### config.mk
export PLATFORM = sky130hd
export DESIGN_NAME = round_robin_task_table
export DESIGN_NICKNAME = d
export VERILOG_FILES = /design/src/design/rrtt_pkg.sv /design/src/design/rrtt_ram.sv /design/src/design/round_robin_task_table.sv
export SDC_FILE = /design/constraint.sdc
export NUM_CORES = 2
export LEC_CHECK = 0
export BUFFER_PORTS_ARGS = -buffer_cell sky130_fd_sc_hd__buf_2
export CAP_MARGIN = 25
export CORE_UTILIZATION = 40
export CTS_BUF_LIST = sky130_fd_sc_hd__clkbuf_2 sky130_fd_sc_hd__clkbuf_4 sky130_fd_sc_hd__clkbuf_8
export DETAILED_ROUTE_END_ITERATION = 10
export SLEW_MARGIN = 20
export SYNTH_ARGS = -nofsm -noshare
export SYNTH_HDL_FRONTEND = slang
export SYNTH_HIERARCHICAL = 1
export SYNTH_SLANG_ARGS = --single-unit
export TNS_END_PERCENT = 10
### constraint.sdc
create_clock -name clk -period 7.2 [get_ports clk]
set_input_delay 0.36 -clock clk [delete_from_list [all_inputs] [get_ports clk]]
set_output_delay 0.36 -clock clk [all_outputs]
set_load 0.01 [all_outputs]
### src/design/rrtt_pkg.sv
// Shared types and constants for the round-robin task table.
package rrtt_pkg;

	localparam int NUM_SLOTS_DEF = 64;
	localparam int MODE_W        = 2;
	localparam int INDEX_W       = 6;
	localparam int WORD_W        = 32;
	localparam int STATUS_W      = 2;

	typedef enum logic [MODE_W-1:0] {
		MODE_ADD   = 2'd0,
		MODE_KILL  = 2'd1,
		MODE_NEXT  = 2'd2,
		MODE_CLEAR = 2'd3
	} mode_t;

	typedef enum logic [STATUS_W-1:0] {
		STATUS_OK        = 2'd0,
		STATUS_NONE      = 2'd1,
		STATUS_BAD_INDEX = 2'd2
	} status_t;

endpackage

### src/design/rrtt_ram.sv
// Generic single-port synchronous RAM with registered read data.
module rrtt_ram #(
	parameter int WIDTH = 64,
	parameter int DEPTH = 64
) (
	input  logic                     clk,
	input  logic                     we,
	input  logic                     re,
	input  logic [$clog2(DEPTH)-1:0] addr,
	input  logic [WIDTH-1:0]         wdata,
	output logic [WIDTH-1:0]         rdata
);

	logic [WIDTH-1:0] mem_q [DEPTH];
	logic [WIDTH-1:0] rdata_q;

	always_ff @(posedge clk) begin
		if (we) begin
			mem_q[addr] <= wdata;
		end
		if (re) begin
			rdata_q <= mem_q[addr];
		end
	end

	assign rdata = rdata_q;

endmodule

### src/design/round_robin_task_table.sv
// Top level of the round-robin task table: slot bits, search logic and entry memory.
//
// A task table of NUM_SLOTS slots with a round-robin pick. Each beat on the input
// channel gives exactly one result beat. In the search stage the slot bits held in
// flip-flops are searched by priority encoders (lowest free slot for add, first used
// slot after the current one for next, wrapping to the lowest used slot), the bits
// are updated and the handle/argument memory is written or read; in the read stage
// the registered read data is placed in the result register. A new item is taken in
// the cycle its predecessor moves into the result register, so only one item at a
// time is in the search and read stages. The slot bits reset at once, so there is
// no clearing pass after reset. result_slot carries the low six bits of the slot
// number.
module round_robin_task_table #(
	parameter int NUM_SLOTS = rrtt_pkg::NUM_SLOTS_DEF
) (
	input  logic                          clk,
	input  logic                          arst_n,
	input  logic                          in_valid,
	output logic                          in_stall,
	input  logic [rrtt_pkg::MODE_W-1:0]   mode,
	input  logic [rrtt_pkg::INDEX_W-1:0]  slot_index,
	input  logic [rrtt_pkg::WORD_W-1:0]   task_handle,
	input  logic [rrtt_pkg::WORD_W-1:0]   task_arg,
	output logic                          out_valid,
	input  logic                          out_stall,
	output logic [rrtt_pkg::STATUS_W-1:0] status,
	output logic [rrtt_pkg::INDEX_W-1:0]  result_slot,
	output logic [rrtt_pkg::WORD_W-1:0]   picked_handle,
	output logic [rrtt_pkg::WORD_W-1:0]   picked_arg
);

	localparam int SW = $clog2(NUM_SLOTS);
	localparam int EW = 2 * rrtt_pkg::WORD_W;

	logic                          in_go;
	logic                          s2_go;

	logic                          vld_s1;
	rrtt_pkg::mode_t               mode_s1;
	logic [rrtt_pkg::INDEX_W-1:0]  idx_s1;
	logic [rrtt_pkg::WORD_W-1:0]   handle_s1;
	logic [rrtt_pkg::WORD_W-1:0]   arg_s1;

	logic                          vld_s2;
	logic                          pick_s2;
	rrtt_pkg::status_t             status_s2;
	logic [rrtt_pkg::INDEX_W-1:0]  slot_s2;

	logic                          out_valid_q;
	rrtt_pkg::status_t             status_q;
	logic [rrtt_pkg::INDEX_W-1:0]  slot_q;
	logic [rrtt_pkg::WORD_W-1:0]   handle_q;
	logic [rrtt_pkg::WORD_W-1:0]   arg_q;

	logic [NUM_SLOTS-1:0]          used_q;
	logic [SW-1:0]                 cur_q;

	logic [NUM_SLOTS-1:0]          used_d;
	logic [SW-1:0]                 cur_d;
	logic                          free_found;
	logic [SW-1:0]                 free_slot;
	logic                          hi_found;
	logic [SW-1:0]                 hi_slot;
	logic                          any_found;
	logic [SW-1:0]                 any_slot;
	logic [SW-1:0]                 kill_slot;
	logic                          kill_bad;
	logic                          ram_we;
	logic                          ram_re;
	logic [SW-1:0]                 ram_addr;
	logic [EW-1:0]                 ram_rdata;
	rrtt_pkg::status_t             status_d;
	logic [rrtt_pkg::INDEX_W-1:0]  slot_d;
	logic                          pick_d;

	assign in_stall = vld_s1 || (vld_s2 && !s2_go);
	assign in_go    = in_valid && !in_stall;
	assign s2_go    = vld_s2 && (!out_valid_q || !out_stall);

	// priority encoders over the slot bits
	always_comb begin
		free_found = 1'b0;
		free_slot  = '0;
		hi_found   = 1'b0;
		hi_slot    = '0;
		any_found  = 1'b0;
		any_slot   = '0;
		for (int k = NUM_SLOTS - 1; k >= 0; k--) begin
			if (!used_q[k]) begin
				free_found = 1'b1;
				free_slot  = SW'(k);
			end
			if (used_q[k]) begin
				any_found = 1'b1;
				any_slot  = SW'(k);
			end
			if (used_q[k] && (k > int'(cur_q))) begin
				hi_found = 1'b1;
				hi_slot  = SW'(k);
			end
		end
	end

	assign kill_slot = SW'(idx_s1);
	assign kill_bad  = int'(idx_s1) >= NUM_SLOTS;

	always_comb begin
		used_d   = used_q;
		cur_d    = cur_q;
		ram_we   = 1'b0;
		ram_re   = 1'b0;
		ram_addr = '0;
		status_d = rrtt_pkg::STATUS_OK;
		slot_d   = '0;
		pick_d   = 1'b0;
		unique case (mode_s1)
			rrtt_pkg::MODE_ADD: begin
				if (free_found) begin
					used_d[free_slot] = 1'b1;
					ram_we            = vld_s1;
					ram_addr          = free_slot;
					slot_d            = rrtt_pkg::INDEX_W'(free_slot);
				end else begin
					status_d = rrtt_pkg::STATUS_NONE;
				end
			end
			rrtt_pkg::MODE_KILL: begin
				slot_d = idx_s1;
				if (kill_bad) begin
					status_d = rrtt_pkg::STATUS_BAD_INDEX;
				end else begin
					used_d[kill_slot] = 1'b0;
				end
			end
			rrtt_pkg::MODE_NEXT: begin
				if (any_found) begin
					cur_d    = hi_found ? hi_slot : any_slot;
					ram_re   = vld_s1;
					ram_addr = cur_d;
					slot_d   = rrtt_pkg::INDEX_W'(cur_d);
					pick_d   = 1'b1;
				end else begin
					cur_d    = SW'(NUM_SLOTS - 1);
					status_d = rrtt_pkg::STATUS_NONE;
				end
			end
			rrtt_pkg::MODE_CLEAR: begin
				used_d = '0;
			end
			default: begin
				used_d = used_q;
			end
		endcase
	end

	rrtt_ram #(
		.WIDTH (EW),
		.DEPTH (NUM_SLOTS)
	) u_entry_ram (
		.clk   (clk),
		.we    (ram_we),
		.re    (ram_re),
		.addr  (ram_addr),
		.wdata ({handle_s1, arg_s1}),
		.rdata (ram_rdata)
	);

	always_ff @(posedge clk or negedge arst_n) begin
		if (!arst_n) begin
			vld_s1      <= 1'b0;
			vld_s2      <= 1'b0;
			out_valid_q <= 1'b0;
			used_q      <= '0;
			cur_q       <= '0;
		end else begin
			vld_s1 <= in_go;
			if (vld_s1) begin
				vld_s2 <= 1'b1;
				used_q <= used_d;
				cur_q  <= cur_d;
			end else if (s2_go) begin
				vld_s2 <= 1'b0;
			end
			if (s2_go) begin
				out_valid_q <= 1'b1;
			end else if (!out_stall) begin
				out_valid_q <= 1'b0;
			end
		end
	end

	always_ff @(posedge clk) begin
		if (in_go) begin
			mode_s1   <= rrtt_pkg::mode_t'(mode);
			idx_s1    <= slot_index;
			handle_s1 <= task_handle;
			arg_s1    <= task_arg;
		end
		if (vld_s1) begin
			pick_s2   <= pick_d;
			status_s2 <= status_d;
			slot_s2   <= slot_d;
		end
		if (s2_go) begin
			status_q <= status_s2;
			slot_q   <= slot_s2;
			handle_q <= pick_s2 ? ram_rdata[EW-1:rrtt_pkg::WORD_W] : '0;
			arg_q    <= pick_s2 ? ram_rdata[rrtt_pkg::WORD_W-1:0] : '0;
		end
	end

	assign out_valid     = out_valid_q;
	assign status        = status_q;
	assign result_slot   = slot_q;
	assign picked_handle = handle_q;
	assign picked_arg    = arg_q;

	a_one_in_flight: assert property (@(posedge clk) disable iff (!arst_n)
		vld_s1 |-> !in_go)
		else $error("beat accepted while an item is in the search stage");

	a_s1_to_s2: assert property (@(posedge clk) disable iff (!arst_n)
		vld_s1 |=> vld_s2)
		else $error("search stage item lost before the read stage");

	a_s2_blocked: assert property (@(posedge clk) disable iff (!arst_n)
		(vld_s2 && !s2_go) |=> vld_s2)
		else $error("read stage item dropped while the result register is full");

	a_empty_pick: assert property (@(posedge clk) disable iff (!arst_n)
		(vld_s1 && mode_s1 == rrtt_pkg::MODE_NEXT && !any_found)
			|=> cur_q == SW'(NUM_SLOTS - 1))
		else $error("current slot not parked at the top after an empty pick");

endmodule
==> flow_metrics.env <==
export IMPL_run_status="finished clean"
export IMPL_finalSetupViolations=0
export IMPL_grt_overflow=0
export IMPL_placedInstanceArea_sq_mm=0.182
export IMPL_synthCells=9920
export IMPL_drive_gt1_share_pct=20.2
export IMPL_dr_pass1_iters=9
export IMPL_drc=0
export IMPL_synthTopCellsByArea="edfxtp_1, a221oi_1, a22oi_1"
export IMPL_critical_path_arrival_ns=8.10
export IMPL_finalMaxSlewViolations=0
export IMPL_finalInstanceArea_sq_mm=0.197
export IMPL_pin_count=150
export IMPL_seq_area_sq_mm=0.131
export IMPL_slowest_stage="dfrtp_1"
export IMPL_vias_per_cell=6.28
export IMPL_critPathMaxStageDelay_ns=1.00
export IMPL_drt_antenna_violating_nets=0
export IMPL_skew_ns=0.0830
export IMPL_syn_cell_area_sq_mm=0.169
export IMPL_grt_pass1_wl_um=792000
export IMPL_ir_worst_vdd_mv=0.195
export IMPL_fin_crit_ns=7.09
export IMPL_port_buffers=148
export IMPL_end_kind="flip-flop"
export IMPL_total_leakage_power_nw=61.3
export IMPL_synth_seq_area_share_pct=77.8
export IMPL_grt_pass1_vias=105000
export IMPL_multi_input_area_sq_mm=0.0345
export IMPL_synth_edf_count=4311
export IMPL_rows=238
export IMPL_hp_class="input pin to async pin"
export IMPL_ys_warn_count=6
export IMPL_gp_congestion=0.862
export IMPL_grt_setup_unrepaired="no"
export IMPL_start_util_pct=40.2
export IMPL_cts_setup_buffers=0
export IMPL_grt_usage_pct=26.1
export IMPL_final_hold_violation_count=0
export IMPL_fillCellCount=35500
export IMPL_dr_total_vias=106000
export IMPL_ys_flop_type="edfxtp_1"
export IMPL_period_share_pct=98.5
export IMPL_dieArea_sq_mm=0.424
export IMPL_ys_async_sr_fraction_pct=1.67
export IMPL_clkTransAtPathRegs_ns=0.07
export IMPL_critPathTopFamily="simple AND/OR/NAND/NOR gates"
export IMPL_final_util_pct=46.8
export IMPL_core_sq_mm=0.420
export IMPL_cts_path_max_buffers=4
export IMPL_cpMostUsedCell="buf_4"
export IMPL_syn2layout_area_growth_pct=16.6
export IMPL_fmax_mhz=141
export IMPL_grt_max_degree=99
export IMPL_synth_top_area_share_pct=76.7
export IMPL_h_tree_depth=6
export IMPL_synthDistinctLibCells=101
export IMPL_avgSynthCellArea_sq_um=17.0
export IMPL_max_slew_worst_pin_slew_ns=1.02
export IMPL_dp_hpwl_um=327000
export IMPL_root_buffer="clkbuf_8"
export IMPL_antenna_found_initial=33
export IMPL_power_density_mw_per_mm2=268
export IMPL_worst_path_max_fanout=25
export IMPL_cp_required_ns=8.20
export IMPL_setup_tns_ns=0
export IMPL_cts_sinks=4384
export IMPL_max_slew_margin_pct=31.6
export IMPL_fin_nets=10900
export IMPL_ys_ff_latch=4384
export IMPL_die_height_um=651
export IMPL_critPathLaunchType="flip-flop"
export IMPL_drv_cap=0
export IMPL_crit_chain="a21oi_2 > o21ai_0 > a31oi_1 > nor3_1 > buf_4 > nand4_1 > nand2b_1 > nor4_1 > o21ai_0 > nand2_1 > buf_4 > and3b_1 > nand2_4 > o22ai_1 > nor4_1 > buf_4 > o2111ai_1 > nand3b_1"
export IMPL_cts_tree="built"
export IMPL_die_w_um=651
export IMPL_finalWirelength_um=571000
export IMPL_clk_latency_ns=1.29
export IMPL_synth_top_area_cell="edfxtp_1"
export IMPL_routedWlPerCell_um=33.8
export IMPL_numCtsBuffers=685
export IMPL_drt_iter0_markers=15600
export IMPL_critPathKind="flip-flop to flip-flop"
export IMPL_synth_nets=9996
export IMPL_cp_num_buf_inv=3
synthesized netlist by cell type (82+ instances only):
cell      count
a21oi_1     315
a221oi_1    639
a22oi_1     687
buf_1        91
buf_2       263
clkbuf_1    368
edfxtp_1   4311
mux2_2      203
mux2i_1     338
nand2_1     406
nor2_1      374
nor4_1       82
o21ai_0     235
o22ai_1     510
worst register-to-register path, delay by kind of cell, from the launching register on:
kind | cells | cell delay (ns)
AO/OA/AOI/OAI | 6 | 1.87
flip-flops | 1 | 1.00
AND/OR/NAND/NOR | 9 | 3.33
buffers and inverters | 3 | 0.68
kinds of logic (layout without fill, tap and decap cells):
logic type	Yosys count	count (layout)	synth area share, %
flip-flops	4384	4384	77.8
AO/OA/AOI/OAI	2838	2838	12.2
other	1	15	0.00222
buffers and inverters	808	2246	2.15
AND/OR/NAND/NOR	1284	1284	3.62
multiplexers	605	605	4.21
per-stage QoR:
stage                     hold WS (ns)  power (W)  worst slack [ns]  instances
final                            0.316     0.0527             0.105      16900
after floorplan                 0.0644     0.0310             0.239       9920
after global routing             0.340     0.0541            0.0629      16900
after detailed placement         0.233     0.0324             0.403      15500
after global placement           0.243     0.0324             0.323      15500
after CTS                        0.235     0.0528             0.431      16900
registers in the layout (all words and copies together) (netlist names), 32 cells and up:
register and cells:
arg_s1 32, used_q 64, picked_handle 32, u_entry_ram/mem_q 4096, u_entry_ram/rdata 64, picked_arg 32, handle_s1 32
cells in the final DEF, fill, tap and decap left out, types with 62 or more instances in the layout:
cell type | Yosys | routed
buf_4 | 32 | 438
o22ai_1 | 510 | 510
nand2_1 | 406 | 398
nor4_1 | 82 | 81
mux2_2 | 203 | 203
nor3_1 | 81 | 79
clkbuf_8 | 0 | 693
clkinv_1 | 0 | 179
buf_12 | 0 | 252
a22oi_1 | 687 | 687
clkinv_2 | 0 | 78
edfxtp_1 | 4311 | 4311
nor2_4 | 0 | 68
a21oi_1 | 315 | 314
mux4_2 | 63 | 63
nor2_1 | 374 | 306
a221oi_1 | 639 | 639
o21ai_0 | 235 | 235
and2_1 | 81 | 79
dlygate4sd3_1 | 0 | 150
mux2i_1 | 338 | 338
buf_2 | 263 | 148
nand4_1 | 62 | 62
dfrtp_1 | 73 | 73
clkbuf_4 | 0 | 203
area by class of cell:
type / count / share of cell area, %
timing repair buffer: 988 / 5.38
clock inverter: 328 / 1.11
multi-input combinational: 4728 / 17.5
inverter: 34 / 0.0751
sequential: 4384 / 66.8
clock buffer: 896 / 5.62
tap: 5520 / 3.51
antenna: 14 / 0.0178
path summary, 6_finish.rpt:
path / start / end / slack (ns) / cells after the start
max in group asynchronous: arst_n / used_q[5]$_DFFE_PN0P_ / 6.26 / 5
max reg2reg: cur_q[0]$_DFFE_PN0P_ / u_entry_ram/rdata[37]$_DFFE_PP_ / 0.11 / 18
min in group clk: out_stall / picked_handle[21]$_SDFFCE_PN0P_ / 0.32 / 4
min reg2reg: status_s2[0]$_DFFE_PP_ / status[0]$_DFFE_PP_ / 0.43 / 0
min: arst_n / used_q[38]$_DFFE_PN0P_ / 0.32 / 4
max: cur_q[0]$_DFFE_PN0P_ / u_entry_ram/rdata[37]$_DFFE_PP_ / 0.11 / 18
metal layers:
metal  GRT usage (%)  up-vias  part of all wire, %
met5          0.0453        -                0.026
met4            11.0       22                  4.5
met3            5.67     1350                   11
met2            41.4     7039                   46
met1            34.7    54500                   38
li1                -    43100                    -
power by group:
group	internal, W	switching, W	total, W
logic	0.00103	0.00244	0.00347
registers	0.0284	0.000175	0.0285
clock network	0.0106	0.0101	0.0207
repair_timing:
item	4_1_cts	5_1_grt
endpoints found under the hold margin	222	0
hold buffers	150	0
resized for setup	0	0
No activity file was read; power rests on OpenSTA's default activity.
